**config.mk**
```make
export PLATFORM = sky130hd
export DESIGN_NAME = led_strip_bit_pattern_encoder
export DESIGN_NICKNAME = d
export VERILOG_FILES = /design/src/rtl/lsbe_pkg.sv /design/src/rtl/led_strip_bit_pattern_encoder.sv /design/src/rtl/lsbe_scale.sv /design/src/rtl/lsbe_serial.sv
export SDC_FILE = /design/constraint.sdc
export NUM_CORES = 1
export LEC_CHECK = 0
export ABC_AREA = 1
export BUFFER_PORTS_ARGS = -buffer_cell sky130_fd_sc_hd__buf_2
export CAP_MARGIN = 40
export CORE_MARGIN = 8
export CORE_UTILIZATION = 30
export CTS_CLUSTER_SIZE = 28
export DETAILED_ROUTE_END_ITERATION = 8
export HOLD_SLACK_MARGIN = 0.05
export PLACE_DENSITY_LB_ADDON = 0.25
export SKIP_CTS_REPAIR_TIMING = 1
export SYNTH_ARGS = -nofsm -noshare
export SYNTH_HDL_FRONTEND = slang
export SYNTH_SLANG_ARGS = --single-unit
```
**constraint.sdc**
```tcl
create_clock -name clk -period 9.2 [get_ports clk]
set_input_delay 0.92 -clock clk [delete_from_list [all_inputs] [get_ports clk]]
set_output_delay 0.92 -clock clk [all_outputs]
set_load 0.01 [all_outputs]
```
**src/rtl/lsbe_pkg.sv**
```systemverilog
// Package: shared types, reset values and the channel scaling function.
`timescale 1ns / 1ps
`default_nettype none
package lsbe_pkg;

	localparam int unsigned ChanW    = 8;
	localparam int unsigned LatchW   = 6;
	localparam int unsigned PixBits  = 3 * ChanW;
	localparam int unsigned BitCntW  = $clog2(PixBits + 1);

	localparam logic [ChanW-1:0]  Unscaled   = 8'd255;
	localparam logic [LatchW-1:0] LatchMax   = 6'd40;

	localparam logic [ChanW-1:0]  BrightRst  = 8'd255;
	localparam logic [ChanW-1:0]  ZeroPatRst = 8'd192;
	localparam logic [ChanW-1:0]  OnePatRst  = 8'd248;
	localparam logic [LatchW-1:0] LatchRst   = 6'd40;

	typedef enum logic [1:0] {
		REG_BRIGHTNESS = 2'd0,
		REG_ZERO_PAT   = 2'd1,
		REG_ONE_PAT    = 2'd2,
		REG_LATCH_CNT  = 2'd3
	} reg_idx_t;

	// Scaled pixel handed to the serializer, bits in green, red, blue order
	typedef struct packed {
		logic [PixBits-1:0] bits;
		logic [LatchW-1:0]  latch;
		logic               last;
	} pix_t;

	function automatic logic [ChanW-1:0] scale_chan(input logic [ChanW-1:0] v,
			input logic [ChanW-1:0] b);
		logic [2*ChanW:0] prod;
		prod = {1'b0, v} * ({1'b0, b} + 9'd1);
		if (b == Unscaled) begin
			scale_chan = v;
		end else begin
			scale_chan = prod[2*ChanW-1:ChanW];
		end
	endfunction

endpackage
`default_nettype wire

```
**src/rtl/led_strip_bit_pattern_encoder.sv**
```systemverilog
// Top level: LED strip bit pattern encoder with configuration registers.
//
// Usage
//  - Input channel (in_valid/in_ready): one beat per pixel, fields red, green,
//    blue and last_pixel. Pixels arrive in strip order.
//  - Output channel (out_valid/out_ready): one beat per transmit byte. Each
//    pixel gives 24 pattern bytes (green, red, blue, MSB first); a pixel with
//    last_pixel set is followed by min(latch_byte_count, 40) zero bytes.
//    run_last marks a pixel's final byte, frame_done the frame's final byte.
//  - Config channel (cfg_valid/cfg_ready/cfg_index/cfg_data): cfg_ready is
//    always high; index 0 brightness, 1 zero pattern, 2 one pattern,
//    3 latch byte count. Write only while the block is idle.
//  - A pixel's first byte passes the input, serializer and output registers.
//  - Throughput: one output byte per cycle while out_ready is high. The
//    serializer's bit and latch counters track the bytes left; the next
//    pixel waits in the input register and is loaded the cycle the current
//    one finishes, with no gap.
//  - Reset: clears all valid state and loads the register defaults
//    (brightness 255, patterns 192 and 248, latch count 40).
//  - Stall: with out_ready low the output byte holds and the serializer
//    freezes; one further pixel is taken into the input register, after that
//    in_ready drops.
`timescale 1ns / 1ps
`default_nettype none
module led_strip_bit_pattern_encoder import lsbe_pkg::*; (
	input  wire logic              clk,
	input  wire logic              arst_n,
	input  wire logic              in_valid,
	output logic                   in_ready,
	input  wire logic [ChanW-1:0]  red,
	input  wire logic [ChanW-1:0]  green,
	input  wire logic [ChanW-1:0]  blue,
	input  wire logic              last_pixel,
	output logic                   out_valid,
	input  wire logic              out_ready,
	output logic [ChanW-1:0]       tx_byte,
	output logic                   run_last,
	output logic                   frame_done,
	input  wire logic              cfg_valid,
	output logic                   cfg_ready,
	input  wire logic [1:0]        cfg_index,
	input  wire logic [ChanW-1:0]  cfg_data
);

	logic [ChanW-1:0]  brightness_q;
	logic [ChanW-1:0]  zero_pat_q;
	logic [ChanW-1:0]  one_pat_q;
	logic [LatchW-1:0] latch_cnt_q;

	logic              pix_valid;
	logic              pix_take;
	pix_t              pix;

	assign cfg_ready = 1'b1;

	// Register file; the latch count keeps only its low six bits
	always_ff @(posedge clk or negedge arst_n) begin
		if (!arst_n) begin
			brightness_q <= BrightRst;
			zero_pat_q   <= ZeroPatRst;
			one_pat_q    <= OnePatRst;
			latch_cnt_q  <= LatchRst;
		end else if (cfg_valid && cfg_ready) begin
			case (reg_idx_t'(cfg_index))
				REG_BRIGHTNESS: brightness_q <= cfg_data;
				REG_ZERO_PAT:   zero_pat_q   <= cfg_data;
				REG_ONE_PAT:    one_pat_q    <= cfg_data;
				REG_LATCH_CNT:  latch_cnt_q  <= cfg_data[LatchW-1:0];
				default: ;
			endcase
		end
	end

	// Input register and scaling
	lsbe_scale u_scale (
		.clk        (clk),
		.arst_n     (arst_n),
		.in_valid   (in_valid),
		.in_ready   (in_ready),
		.red        (red),
		.green      (green),
		.blue       (blue),
		.last_pixel (last_pixel),
		.brightness (brightness_q),
		.latch_cnt  (latch_cnt_q),
		.pix_valid  (pix_valid),
		.pix        (pix),
		.pix_take   (pix_take)
	);

	// Byte serializer and output register
	lsbe_serial u_serial (
		.clk        (clk),
		.arst_n     (arst_n),
		.pix_valid  (pix_valid),
		.pix        (pix),
		.pix_take   (pix_take),
		.zero_pat   (zero_pat_q),
		.one_pat    (one_pat_q),
		.out_valid  (out_valid),
		.out_ready  (out_ready),
		.tx_byte    (tx_byte),
		.run_last   (run_last),
		.frame_done (frame_done)
	);

	// Frame end always closes a pixel run
	a_done_is_last: assert property (@(posedge clk) disable iff (!arst_n)
		out_valid && frame_done |-> run_last)
		else $error("frame_done without run_last");

	// Bytes inside a run follow with no gap
	a_run_no_gap: assert property (@(posedge clk) disable iff (!arst_n)
		out_valid && out_ready && !run_last |=> out_valid)
		else $error("gap inside a pixel run");

	// A pixel waiting in the input register blocks intake until it moves on
	a_hold_blocks: assert property (@(posedge clk) disable iff (!arst_n)
		pix_valid && !pix_take |-> !in_ready)
		else $error("input taken over a waiting pixel");

endmodule
`default_nettype wire

```
**src/rtl/lsbe_scale.sv**
```systemverilog
// Input pixel register and brightness scaling.
`timescale 1ns / 1ps
`default_nettype none
module lsbe_scale import lsbe_pkg::*; (
	input  wire logic              clk,
	input  wire logic              arst_n,
	input  wire logic              in_valid,
	output logic                   in_ready,
	input  wire logic [ChanW-1:0]  red,
	input  wire logic [ChanW-1:0]  green,
	input  wire logic [ChanW-1:0]  blue,
	input  wire logic              last_pixel,
	input  wire logic [ChanW-1:0]  brightness,
	input  wire logic [LatchW-1:0] latch_cnt,
	output logic                   pix_valid,
	output pix_t                   pix,
	input  wire logic              pix_take
);

	logic              valid_s1;
	logic [ChanW-1:0]  red_s1, green_s1, blue_s1;
	logic              last_s1;
	logic [LatchW-1:0] latch_sat;

	assign in_ready = !valid_s1 || pix_take;

	always_ff @(posedge clk or negedge arst_n) begin
		if (!arst_n) begin
			valid_s1 <= 1'b0;
		end else if (in_ready) begin
			valid_s1 <= in_valid;
		end
	end

	always_ff @(posedge clk) begin
		if (in_valid && in_ready) begin
			red_s1   <= red;
			green_s1 <= green;
			blue_s1  <= blue;
			last_s1  <= last_pixel;
		end
	end

	assign latch_sat = (latch_cnt > LatchMax) ? LatchMax : latch_cnt;

	always_comb begin
		pix.bits  = {scale_chan(green_s1, brightness), scale_chan(red_s1, brightness),
			scale_chan(blue_s1, brightness)};
		pix.latch = last_s1 ? latch_sat : '0;
		pix.last  = last_s1;
	end

	assign pix_valid = valid_s1;

endmodule
`default_nettype wire

```
**src/rtl/lsbe_serial.sv**
```systemverilog
// Serializer: pattern bytes MSB first, then latch bytes, into the output register.
`timescale 1ns / 1ps
`default_nettype none
module lsbe_serial import lsbe_pkg::*; (
	input  wire logic             clk,
	input  wire logic             arst_n,
	input  wire logic             pix_valid,
	input  wire pix_t             pix,
	output logic                  pix_take,
	input  wire logic [ChanW-1:0] zero_pat,
	input  wire logic [ChanW-1:0] one_pat,
	output logic                  out_valid,
	input  wire logic             out_ready,
	output logic [ChanW-1:0]      tx_byte,
	output logic                  run_last,
	output logic                  frame_done
);

	logic                busy_q;
	logic [PixBits-1:0]  shift_q;
	logic [BitCntW-1:0]  bits_left_q;
	logic [LatchW-1:0]   latch_left_q;
	logic                last_q;
	logic                out_valid_q;
	logic [ChanW-1:0]    tx_byte_q;
	logic                run_last_q;
	logic                frame_done_q;

	logic                emit;
	logic                fin;
	logic                in_pattern;
	logic [ChanW-1:0]    byte_nxt;

	assign in_pattern = (bits_left_q != '0);
	assign emit       = busy_q && (!out_valid_q || out_ready);
	assign fin        = in_pattern ? (bits_left_q == BitCntW'(1) && latch_left_q == '0)
	                               : (latch_left_q == LatchW'(1));
	assign byte_nxt   = in_pattern ? (shift_q[PixBits-1] ? one_pat : zero_pat) : '0;
	assign pix_take   = pix_valid && (!busy_q || (emit && fin));

	always_ff @(posedge clk or negedge arst_n) begin
		if (!arst_n) begin
			busy_q       <= 1'b0;
			bits_left_q  <= '0;
			latch_left_q <= '0;
			out_valid_q  <= 1'b0;
		end else begin
			if (pix_take) begin
				busy_q       <= 1'b1;
				bits_left_q  <= BitCntW'(PixBits);
				latch_left_q <= pix.latch;
			end else if (emit) begin
				if (fin) begin
					busy_q <= 1'b0;
				end
				if (in_pattern) begin
					bits_left_q <= bits_left_q - BitCntW'(1);
				end else begin
					latch_left_q <= latch_left_q - LatchW'(1);
				end
			end
			if (emit) begin
				out_valid_q <= 1'b1;
			end else if (out_ready) begin
				out_valid_q <= 1'b0;
			end
		end
	end

	always_ff @(posedge clk) begin
		if (pix_take) begin
			shift_q <= pix.bits;
			last_q  <= pix.last;
		end else if (emit && in_pattern) begin
			shift_q <= {shift_q[PixBits-2:0], 1'b0};
		end
		if (emit) begin
			tx_byte_q    <= byte_nxt;
			run_last_q   <= fin;
			frame_done_q <= fin && last_q;
		end
	end

	assign out_valid  = out_valid_q;
	assign tx_byte    = tx_byte_q;
	assign run_last   = run_last_q;
	assign frame_done = frame_done_q;

endmodule
`default_nettype wire
```
* After elaboration in Yosys (flattened, before gate mapping)
Cells that the tools add are included.
W data, S select, Z words.
** Word-level totals
- Input bits :: 40
- Output and inout port bits :: 13
- Bits in registers :: 104
- Word-level logic and storage cells :: 80
** Operators by class
- Reductions and logical operators :: 28
- Add/sub/neg operators :: 3
- Eq/ne operators :: 7
- $mul :: 3
- Magnitude comparators :: 1
- Multiplexer cells :: 20
** Operators by type and width (count)
- $mul A8 B17 Y16 :: 3
- $mux W24 :: 2
- $mux W8 :: 4
- $mux W6 :: 5
- $mux W5 :: 3
- $reduce_and A2 Y1 :: 7
- $reduce_bool A2 Y1 :: 5
- $add A8 B1 Y9 const B :: 1
- $eq A8 B8 Y1 const B :: 1
- $logic_and A1 B1 Y1 :: 7
- $eq A6 B1 Y1 const B :: 1
- $gt A6 B6 Y1 const B :: 1
- $logic_not A6 Y1 :: 1
- $mux W1 :: 6
- $sub A6 B1 Y6 const B :: 1
- $eq A5 B1 Y1 const B :: 1
- $reduce_bool A5 Y1 :: 1
- $sub A5 B1 Y5 const B :: 1
- $eq A2 B2 Y1 const B :: 2
- $logic_not A1 Y1 :: 3
- $logic_or A1 B1 Y1 :: 3
- $eq A2 B1 Y1 const B :: 1
- $logic_not A2 Y1 :: 1
- $ne A2 B2 Y1 const B :: 1

* Logic depth before layout (Yosys ltp)
Gate-level depths: netlist (run 1).
- Depth in word-level cells :: 8
- Mapped depth :: 28

* By module
Synthesis (run 1) repeated with hierarchy kept, for this count alone.
** Unflattened totals
- Cell total of the unflattened synthesis :: 1431
- Area total of the unflattened synthesis :: 11576.1 um^2
** Modules (own cells, without submodules)
- lsbe_scale :: cells each 1041, times used 1, seq. area each 775.7 um^2, area each 7803.7 um^2
- lsbe_serial :: cells each 253, times used 1, seq. area each 1376.3 um^2, area each 2417.3 um^2
- led_strip_bit_pattern_encoder :: cells each 137, times used 1, seq. area each 772.0 um^2, area each 1355.0 um^2

* Worst setup path before layout (run 1)
OpenSTA, ideal clock, no wires.
- Path type :: register -> register
- Start point :: reg brightness_q[1]
- End point :: reg u_serial.shift_q[4], data pin
- Path slack :: 4.119 ns
- Library setup time :: 0.253 ns
- Cell stages (with the launch flop) :: 26
- Arrival :: 4.828 ns
- Data required time :: 8.947 ns
- Path buffers :: 2
- Path through :: dfstp_2 ha_1 nand2_1 nor2_1 nand4_1 and2_1 buf_4 inv_2 buf_4 nor2_1 fa_1 fa_1 fa_1 inv_1 fa_1 inv_1 ha_1 nand2_1 nor2_1 inv_1 nor2_1 nand4_1 a21oi_1 nor2_1 nor2_1 nor2_1
** Between the ends
- Longest elaborated chain between the ends :: 4
- Elaborated cells on any way between the ends :: 5
- Those cells by class :: add/sub: 1; mul: 1; eq/ne: 1; mux: 2
** RTL lines
- from (decl) :: line led_strip_bit_pattern_encoder.sv:45 : logic [ChanW-1:0] brightness_q;
- from (signal assigned) :: line led_strip_bit_pattern_encoder.sv:59 : brightness_q <= BrightRst;
- from (signal assigned) :: line led_strip_bit_pattern_encoder.sv:65 : REG_BRIGHTNESS: brightness_q <= cfg_data;
- $add A8 B1 Y9 :: line lsbe_pkg.sv:36 : prod = {1'b0, v} * ({1'b0, b} + 9'd1);
- $mul A8 B17 Y16 :: line lsbe_pkg.sv:36
- $mux W8 * :: line lsbe_pkg.sv:37 : if (b == Unscaled) begin
- $mux W24 * :: line lsbe_serial.sv:71 : if (pix_take) begin
- to (signal assigned) :: line lsbe_serial.sv:72 : shift_q <= pix.bits;
- to (signal assigned) :: line lsbe_serial.sv:75 : shift_q <= {shift_q[PixBits-2:0], 1'b0};
- to (decl) :: line lsbe_serial.sv:20 : logic [PixBits-1:0] shift_q;
Mark *: on every way between the ends. The rest lies on a longest branch, timed or not.
A chain may end at the register's enable or synchronous reset.

* Worst setup path after layout (run 1)
- Start point :: reg brightness_q[0]
- End point :: reg u_serial.shift_q[6], data pin
The elaborated chain is that of the path after synthesis.

==> results.sh, run 1 <==
export IMPL_status="completed"
export IMPL_place_congestion=0.926
export IMPL_synth_avg_cell_area_sq_um=8.01
export IMPL_maxSlewViolCount=0
export IMPL_dieWidth_microns=210
export IMPL_p_clk_frac=0.086
export IMPL_p_comb_frac=0.744
export IMPL_power_density_nw_per_um2=394
export IMPL_worstSetupStartpointType="flop"
export IMPL_grt_setup_unrepaired="false"
export IMPL_drive_above_1_share=0.0843
export IMPL_portBuffers=51
export IMPL_p_int_mw=2.24
export IMPL_rr_worst_depth=22
export IMPL_critical_path_max_fanout=20
export IMPL_period_minus_slack_ps=6350
export IMPL_nNetsFinal=1715
export IMPL_antenna_left=0
export IMPL_critical_path_class="flop to flop"
export IMPL_worst_path_max_delay_cell="dfstp_2"
export IMPL_drt_iter0_drc=570
export IMPL_ir_drop_uv=171
export IMPL_p_leak_nw=6.60
export IMPL_grt_pass1_wl_microns=49100
export IMPL_ys_warnings_count=0
export IMPL_stdcell_count=1970
export IMPL_rows=71
export IMPL_synth_ff_type="edfxtp_1"
export IMPL_critical_path_max_stage_delay_ps=860
export IMPL_clk_pin_slew_ps=90
export IMPL_synth_top_area_share=0.212
export IMPL_clockRootBuffer="clkbuf_16"
export IMPL_numCtsBuffers=9
export IMPL_cts_num_sinks=104
export IMPL_swShare=0.543
export IMPL_wl_per_cell_microns=14.8
export IMPL_netlist_instances=1416
export IMPL_holdWs_ps=391
export IMPL_placed_cells=1954
export IMPL_synth_common_cells="nand2_1, inv_1, nor2_1, fa_1, ha_1"
export IMPL_die_y_microns=210
export IMPL_vias=8966
export IMPL_grt_overflow=0
export IMPL_worst_pin_slew_ps=862
export IMPL_synth_most_common_cell="nand2_1"
export IMPL_hold_violations=0
export IMPL_end_kind="flop"
export IMPL_grt_usage=0.139
export IMPL_finalSetupViolCount=0
export IMPL_antenna_found_initial=0
export IMPL_crit_chain="ha_1, nand2_1, nor2_1, inv_1, nand2_1, nand2_1, inv_1, nand2_1, fa_1, fa_1, inv_1, fa_1, inv_1, fa_1, inv_1, ha_1, a21oi_1, o21ai_0, a21oi_1, nand3_1, nand3_1, a21oi_2"
export IMPL_initial_core_util=0.302
export IMPL_cts_tree="done"
export IMPL_cp_common_cell="inv_1"
export IMPL_htree_levels=3
export IMPL_diodes=0
export IMPL_cp_required_ps=9350
export IMPL_clock_skew_final_ps=15.7
export IMPL_finalCritPeriodShare=0.690
export IMPL_cp_data_arrival_time_ps=6500
export IMPL_drcViolationCount=0
export IMPL_syn_num_nets=1677
export IMPL_r2r_end="u_serial.shift_q[6]$_DFFE_PP_"
export IMPL_synth_edf_count=60
export IMPL_relSlewSlack=0.424
export IMPL_post_route_util=0.332
export IMPL_ys_seq_elements=104
export IMPL_clk_latency_ps=380
export IMPL_io_pins=53
export IMPL_design_core_area_sq_um=37500
export IMPL_clk_path_buf_depth=2
export IMPL_synthArstFlopShare=0.423
export IMPL_dp_hpwl_microns=22900
export IMPL_ys_seq_area_frac=0.258
export IMPL_vias_per_cell=4.55
export IMPL_drt_total_wl_microns=29200
export IMPL_hold_path_class="input pin to asynchronous set/reset pin"
export IMPL_synth_distinct_cells=40
export IMPL_synth_top_cell_by_area="fa_1"
export IMPL_grt_pass1_vias=9324
export IMPL_r2r_start="brightness_q[0]$_DFFE_PN1P_"
export IMPL_syn_area_sq_um=11300
export IMPL_dr_pass1_iters=5
export IMPL_cap_violations=0
export IMPL_switchingPower_mw=2.67
export IMPL_reg2reg_slack_ps=2850
export IMPL_fin_setup_tns_ps=0
export IMPL_dieArea_sq_um=44300
export IMPL_grt_max_degree=47
export IMPL_synth_area_leaders="fa_1, edfxtp_1, ha_1"
export IMPL_area_growth_pct=9.82
export IMPL_seqPwrFrac=0.171
export IMPL_total_power_mw=4.91
export IMPL_max_freq_mhz=157
==> critical path, delay by kind of cell (launching register included) <==
family | cells | cell delay, ps
buffers and inverters | 5 | 720
AND/OR/NAND/NOR | 7 | 1130
adder cells (fa/ha/maj) | 6 | 2660
AO/OA/AOI/OAI | 4 | 740
flip-flops | 1 | 860
==> metrics by stage <==
step / setup slack (ps) / instance area [sq um]
floorplan: 4120 / 11300
global placement: 3030 / 12100
detailed placement: 2890 / 12100
CTS: 2860 / 12500
global route: 2380 / 12500
finish: 2850 / 12500
==> registers in the layout, summed over array words and instances (netlist names) <==
| name | cells |
|---|---|
| u_scale.green_s1 | 8 |
| u_scale.blue_s1 | 8 |
| u_serial.bits_left_q | 5 |
| u_serial.run_last | 1 |
| u_serial.out_valid | 1 |
| u_scale.pix_valid | 1 |
| one_pat_q | 8 |
| zero_pat_q | 8 |
| latch_cnt_q | 6 |
| u_scale.last_s1 | 1 |
| u_serial.shift_q | 24 |
| u_serial.frame_done | 1 |
| u_scale.red_s1 | 8 |
| u_serial.busy_q | 1 |
| u_serial.latch_left_q | 6 |
| u_serial.last_q | 1 |
| brightness_q | 8 |
| u_serial.tx_byte | 8 |
==> per-layer routing <==
metal / up-vias / track usage / part of all wire / routed length (microns)
met3: 27 / 0.0242 / 0.044 / 1280
met1: 4334 / 0.186 / 0.48 / 14000
met5: - / 0 / 0 / 0
met4: 0 / 0.0364 / 0.017 / 485
li1: 4423 / - / - / -
met2: 182 / 0.230 / 0.46 / 13500
==> layout by cell type, fill, tap and decap left out, types with 2 or more instances in the layout <==
cell and count:
o21bai_1 4, inv_1 283, a21oi_2 12, o21ai_1 7
nand3_2 2, nor2_1 246, dfrtp_1 27, o21a_1 5
ha_1 101, a21oi_1 44, buf_4 4, inv_2 2
nand2_2 2, xnor2_1 8, nand3_1 53, nand4_1 5
clkbuf_16 9, xor2_1 12, nand3b_1 7, clkinv_8 3
edfxtp_1 60, nand2_4 3, mux2_2 8, nand2_1 289
dfstp_2 17, nor4_1 3, nor3_1 7, fa_1 120
o21ai_0 50, buf_2 51
==> cell families (layout without fill, tap and decap cells) <==
logic type,count (synthesis),count (layout),synth area share
and+or+nand+nor,623,623,0.224
buffers and inverters,316,359,0.111
adders and majority gates,221,221,0.323
AOI/OAI and AO/OA,123,123,0.0605
DFF,104,104,0.258
xor gates and xnor gates,20,20,0.0154
muxes,8,8,0.00794
other,1,1,0.000331
==> power groups by stage <==
stage / clock, mW / combinational, mW / sequential [mW]
final: 0.420 / 3.65 / 0.838
after floorplan: 0 / 2.83 / 0.798
after detailed placement: 0 / 3.63 / 0.847
after global placement: 0 / 3.63 / 0.847
after global routing: 0.453 / 4.28 / 0.859
after CTS: 0.441 / 3.67 / 0.840
==> how the worst max path moves through the flow <==
stage / startpoint / to / slack (ps) / cells after the start
floorplan: brightness_q[1]$_DFFE_PN1P_ / u_serial.shift_q[4]$_DFFE_PP_ / 4120 / 25
global placement: brightness_q[0]$_DFFE_PN1P_ / u_serial.shift_q[6]$_DFFE_PP_ / 3030 / 22
detailed placement: brightness_q[0]$_DFFE_PN1P_ / u_serial.shift_q[6]$_DFFE_PP_ / 2890 / 22
CTS: brightness_q[0]$_DFFE_PN1P_ / u_serial.shift_q[6]$_DFFE_PP_ / 2860 / 22
global route: brightness_q[0]$_DFFE_PN1P_ / u_serial.shift_q[6]$_DFFE_PP_ / 2380 / 22
finish: brightness_q[0]$_DFFE_PN1P_ / u_serial.shift_q[6]$_DFFE_PP_ / 2850 / 22
==> final cells by class <==
type	count	area, sq um
sequential	104	2920
multi-input combinational	996	7160
tap	511	639
timing repair buffer	57	333
clock buffer	9	225
inverter	286	1080
clock inverter	7	93.8
fill	4046	25000
No activity file was read; power rests on OpenSTA's default activity.
==> inputs of run 2 (changes only) <==
- clock period: 9.2 -> 6.5 ns (I/O delays scaled with it)
==> run 2 against run 1 <==
Against the previous run: critical endpoint is now u_serial.shift_q[7]$_DFFE_PP_; wire length rose by 0.49%; sequential power increased by 41%; clock skew about the same.
==> results.sh, run 2 (synthesis results as in run 1) <==
export IMPL_drive_above_1_share=0.0868
export IMPL_p_comb_frac=0.749
export IMPL_status="completed"
export IMPL_layout_commonest_cell="nand2_1"
export IMPL_cp_data_arrival_time_ps=5860
export IMPL_hold_path_class="input pin to asynchronous set/reset pin"
export IMPL_power_density_nw_per_um2=556
export IMPL_reg2reg_slack_ps=790
export IMPL_die_y_microns=210
export IMPL_clk_path_buf_depth=2
export IMPL_grt_pass1_vias=9589
export IMPL_cap_violations=0
export IMPL_cts_num_sinks=104
export IMPL_clockRootBuffer="clkbuf_16"
export IMPL_cp_num_buf_inv=3
export IMPL_htree_levels=3
export IMPL_vias_per_cell=4.55
export IMPL_drt_total_wl_microns=29400
export IMPL_diodes=0
export IMPL_clk_latency_ps=380
export IMPL_io_pins=53
export IMPL_final_cell_mix="nand2_1, inv_1, nor2_1"
export IMPL_ir_drop_uv=242
export IMPL_multi_input_area_sq_um=7160
export IMPL_area_growth_pct=9.82
export IMPL_numCtsBuffers=9
export IMPL_crit_family="adder cells"
export IMPL_crit_chain="ha_1, xor2_1, inv_1, nor2_1, fa_1, fa_1, fa_1, inv_1, fa_1, inv_1, ha_1, a21oi_1, o21a_1, nor2_1, nor2_1, nand2_1, nand2_1, nand3_1, nand2_1, nand2_1"
export IMPL_cts_tree="done"
export IMPL_critical_path_max_stage_delay_ps=560
export IMPL_p_leak_nw=6.60
export IMPL_design_core_area_sq_um=37500
export IMPL_regMostFlops="u_serial.shift_q"
export IMPL_finalCritPeriodShare=0.878
export IMPL_holdWs_ps=142
export IMPL_antenna_left=0
export IMPL_critical_path_class="flop to flop"
export IMPL_dr_pass1_iters=5
export IMPL_post_route_util=0.332
export IMPL_initial_core_util=0.302
export IMPL_relSlewSlack=0.405
export IMPL_nNetsFinal=1719
export IMPL_clk_pin_slew_ps=90
export IMPL_portBuffers=51
export IMPL_antenna_found_initial=0
export IMPL_swShare=0.542
export IMPL_total_power_mw=6.92
export IMPL_dp_hpwl_microns=23000
export IMPL_grt_pass1_wl_microns=50300
export IMPL_switchingPower_mw=3.75
export IMPL_hold_violations=0
export IMPL_nFillCells=4019
export IMPL_grt_overflow=0
export IMPL_rows=71
export IMPL_grt_usage=0.142
export IMPL_max_freq_mhz=175
export IMPL_wl_per_cell_microns=14.9
export IMPL_seqPwrFrac=0.170
export IMPL_dieArea_sq_um=44300
export IMPL_grt_setup_unrepaired="false"
export IMPL_end_kind="flop"
export IMPL_p_clk_frac=0.081
export IMPL_drcViolationCount=0
export IMPL_vias=8975
export IMPL_finalSetupViolCount=0
export IMPL_worst_path_max_delay_cell="dfstp_2"
export IMPL_clock_skew_final_ps=15.3
export IMPL_p_int_mw=3.17
export IMPL_cp_required_ps=6650
export IMPL_critical_path_max_fanout=21
export IMPL_fin_setup_tns_ps=0
export IMPL_period_minus_slack_ps=5710
export IMPL_grt_max_degree=47
export IMPL_worst_pin_slew_ps=892
export IMPL_worstSetupStartpointType="flop"
export IMPL_drt_iter0_drc=588
export IMPL_largest_reg_flops=24
export IMPL_seq_area_sq_um=2920
export IMPL_dieWidth_microns=210
export IMPL_place_congestion=0.876
export IMPL_maxSlewViolCount=0
[run 2: cell count changes in the layout (fill, tap and decap cells not counted)]
| cell | change |
|---|---|
| buf_4 | +4 |
| clkinv_8 | -3 |
| inv_8 | +2 |
| clkinv_2 | +1 |
| clkinvlp_4 | +1 |
| inv_12 | -1 |
[run 2: power by group through the flow]
stage	clock network (mW)	logic, mW	registers, mW
after floorplan	0	4.01	1.13
after global placement	0	5.15	1.19
after detailed placement	0	5.17	1.19
after CTS	0.587	5.22	1.18
after global routing	0.608	6.11	1.21
final	0.560	5.19	1.18
[run 2: area by class of cell]
| type | count | share of cell area |
|---|---|---|
| clock buffers | 9 | 0.0181 |
| clock inverters | 7 | 0.00512 |
| inverters | 286 | 0.0864 |
| multi-input cells | 996 | 0.575 |
| flip-flops and latches | 104 | 0.235 |
| well taps | 511 | 0.0513 |
| repair buffers | 61 | 0.0291 |
[run 2: worst paths after layout]
path / start / to / cells after the start
min reg2reg: zero_pat_q[2]$_DFFE_PN0P_ / zero_pat_q[2]$_DFFE_PN0P_ / 2
max reg2reg: brightness_q[1]$_DFFE_PN1P_ / u_serial.shift_q[7]$_DFFE_PP_ / 20
max: brightness_q[1]$_DFFE_PN1P_ / u_serial.shift_q[7]$_DFFE_PP_ / 20
max in group asynchronous: arst_n / one_pat_q[4]$_DFFE_PN1P_ / 2
min: arst_n / u_serial.latch_left_q[3]$_DFFE_PN0P_ / 1
min in group clk: blue[0] / u_scale.blue_s1[0]$_DFFE_PP_ / 1
[run 2: routing by layer]
metal,track usage,share of wire
met5,0,0
met4,0.0541,0.032
met3,0.0297,0.052
met2,0.225,0.45
met1,0.190,0.47
[run 2: through the flow]
step / area [sq um] / setup slack (ps) / cells
global placement: 12100 / 762 / 1956
detailed placement: 12200 / 758 / 1958
global route: 12500 / 320 / 1974
finish: 12500 / 792 / 1974
floorplan: 11300 / 1420 / 1416
CTS: 12500 / 718 / 1974
[run 2: worst register-to-register path, delay by kind of cell, from the launching register on]
family / cells / cell delay (ps)
flip-flops: 1 / 560
AND/OR/NAND/NOR: 8 / 760
XOR/XNOR: 1 / 430
buffers and inverters: 3 / 650
adder cells (fa/ha/maj): 6 / 2640
AO/OA/AOI/OAI: 2 / 440
==> inputs of run 3 (changes only) <==
- REMOVE_ABC_BUFFERS: default -> 1
==> run 3 against run 2 <==
Against the previous run: via count shrank 0.95%; register-to-register slack gained 210 ps; non-clock buffer count is the same; fmax grew 3.9%; largest cell class unchanged; largest power group unchanged.
==> results.sh, run 3 (synthesis results as in run 1) <==
export IMPL_worst_path_max_delay_cell="dfstp_2"
export IMPL_drt_total_wl_microns=29200
export IMPL_cp_startpoint="brightness_q[0]$_DFFE_PN1P_"
export IMPL_layout_commonest_cell="nand2_1"
export IMPL_drive_above_1_share=0.0868
export IMPL_critical_path_max_fanout=21
export IMPL_final_cell_mix="nand2_1, inv_1, nor2_1"
export IMPL_area_growth_pct=9.71
export IMPL_nNetsFinal=1719
export IMPL_clk_pin_slew_ps=90
export IMPL_p_leak_nw=6.59
export IMPL_place_congestion=0.851
export IMPL_r2r_start="brightness_q[0]$_DFFE_PN1P_"
export IMPL_maxSlewViolCount=0
export IMPL_end_kind="flop"
export IMPL_grt_usage=0.139
export IMPL_wl_per_cell_microns=14.8
export IMPL_seq_area_sq_um=2920
export IMPL_clock_skew_final_ps=15.0
export IMPL_nFillCells=4059
export IMPL_cts_tree="done"
export IMPL_dr_max_layer_used="met4"
export IMPL_vias=8890
export IMPL_finalSetupViolCount=0
export IMPL_period_minus_slack_ps=5500
export IMPL_dieWidth_microns=210
export IMPL_cp_num_buf_inv=3
export IMPL_power_density_nw_per_um2=552
export IMPL_clockRootBuffer="clkbuf_16"
export IMPL_largest_reg_flops=24
export IMPL_cap_violations=0
export IMPL_grt_max_degree=47
export IMPL_crit_chain="ha_1, xor2_1, inv_1, nor2_1, fa_1, fa_1, fa_1, inv_1, fa_1, inv_1, ha_1, a21oi_1, o21a_1, nor2_1, nor2_1, nand2_1, nand2_1, nand3_1, nand2_1, nand2_1"
export IMPL_max_freq_mhz=182
export IMPL_multi_input_area_sq_um=7160
export IMPL_portBuffers=51
export IMPL_numCtsBuffers=9
export IMPL_clk_latency_ps=380
export IMPL_worst_pin_slew_ps=861
export IMPL_cp_required_ps=6640
export IMPL_vias_per_cell=4.50
export IMPL_dr_pass1_iters=5
export IMPL_reg2reg_slack_ps=1000
export IMPL_total_power_mw=6.87
export IMPL_status="completed"
export IMPL_fin_setup_tns_ps=0
export IMPL_critical_path_max_stage_delay_ps=570
export IMPL_worstSetupStartpointType="flop"
export IMPL_ir_drop_uv=209
export IMPL_crit_family="adder cells"
export IMPL_cts_num_sinks=104
export IMPL_relSlewSlack=0.425
export IMPL_io_pins=53
export IMPL_grt_overflow=0
export IMPL_wl_met1_microns=14000
export IMPL_finalCritPeriodShare=0.846
export IMPL_diodes=0
export IMPL_regMostFlops="u_serial.shift_q"
export IMPL_drt_iter0_drc=548
export IMPL_dieArea_sq_um=44300
export IMPL_rows=71
export IMPL_htree_levels=3
export IMPL_r2r_end="u_serial.shift_q[7]$_DFFE_PP_"
export IMPL_hold_violations=0
export IMPL_design_core_area_sq_um=37500
export IMPL_wl_met3_microns=1210
export IMPL_cp_data_arrival_time_ps=5640
export IMPL_drcViolationCount=0
export IMPL_route_met2_wl_microns=13300
export IMPL_grt_pass1_vias=9322
export IMPL_hold_path_class="input pin to asynchronous set/reset pin"
export IMPL_grt_pass1_wl_microns=49100
export IMPL_critical_path_class="flop to flop"
export IMPL_clk_path_buf_depth=2
export IMPL_dp_hpwl_microns=22900
export IMPL_antenna_found_initial=0
export IMPL_antenna_left=0
export IMPL_die_y_microns=210
export IMPL_rr_worst_depth=20
export IMPL_initial_core_util=0.302
export IMPL_grt_setup_unrepaired="false"
## run 3: cell type report
| cell class | instances | share of cell area |
|---|---|---|
| multi-input cells | 996 | 0.576 |
| flip-flops and latches | 104 | 0.235 |
| inverters | 286 | 0.0865 |
| well taps | 511 | 0.0514 |
| repair buffers | 61 | 0.0276 |
| clock buffers | 9 | 0.0181 |
| clock inverters | 7 | 0.00573 |
## run 3: worst register-to-register path, delay by kind of cell (launching register included)
family | cells | cell delay [ps]
fa+ha+maj | 6 | 2620
simple gates | 8 | 750
compound gates | 2 | 400
buf+inv | 3 | 590
xor+xnor | 1 | 350
flops | 1 | 570
## run 3: worst max path at each step
stage                                    endpoint  slack, ps  cells past startpoint
floorplan           u_serial.shift_q[7]$_DFFE_PP_       1020                     21
global placement    u_serial.shift_q[4]$_DFFE_PP_       1110                     24
detailed placement  u_serial.shift_q[4]$_DFFE_PP_       1000                     20
CTS                 u_serial.shift_q[4]$_DFFE_PP_       1000                     20
finish              u_serial.shift_q[7]$_DFFE_PP_       1000                     20
global route        u_serial.shift_q[4]$_DFFE_PP_        570                     24
## run 3: metrics by stage
| stage | cells | hold WS [ps] | worst slack, ps | util | instance area (sq um) |
|---|---|---|---|---|---|
| 2_1_floorplan | 1386 | 354 | 1020 | - | 11200 |
| 3_3_place_gp | 1957 | 463 | 1110 | 0.323 | 12100 |
| 3_5_place_dp | 1958 | 472 | 1000 | 0.324 | 12100 |
| 4_1_cts | 1974 | 118 | 999 | 0.332 | 12400 |
| 5_1_grt | 1974 | 131 | 573 | 0.332 | 12400 |
| 6_report | 1974 | 132 | 1000 | 0.332 | 12400 |
## run 3: metal layers
layer,vias up,track usage
met5,-,0
met4,0,0.0456
met3,36,0.0242
met2,160,0.227
met1,4271,0.186
li1,4423,-
## run 3: power by group
part | switching [mW] | total [mW] | internal [mW]
Combinational | 3.26 | 5.13 | 1.87
Sequential | 0.157 | 1.17 | 1.01
Clock | 0.300 | 0.572 | 0.272
Total | 3.71 | 6.87 | 3.16
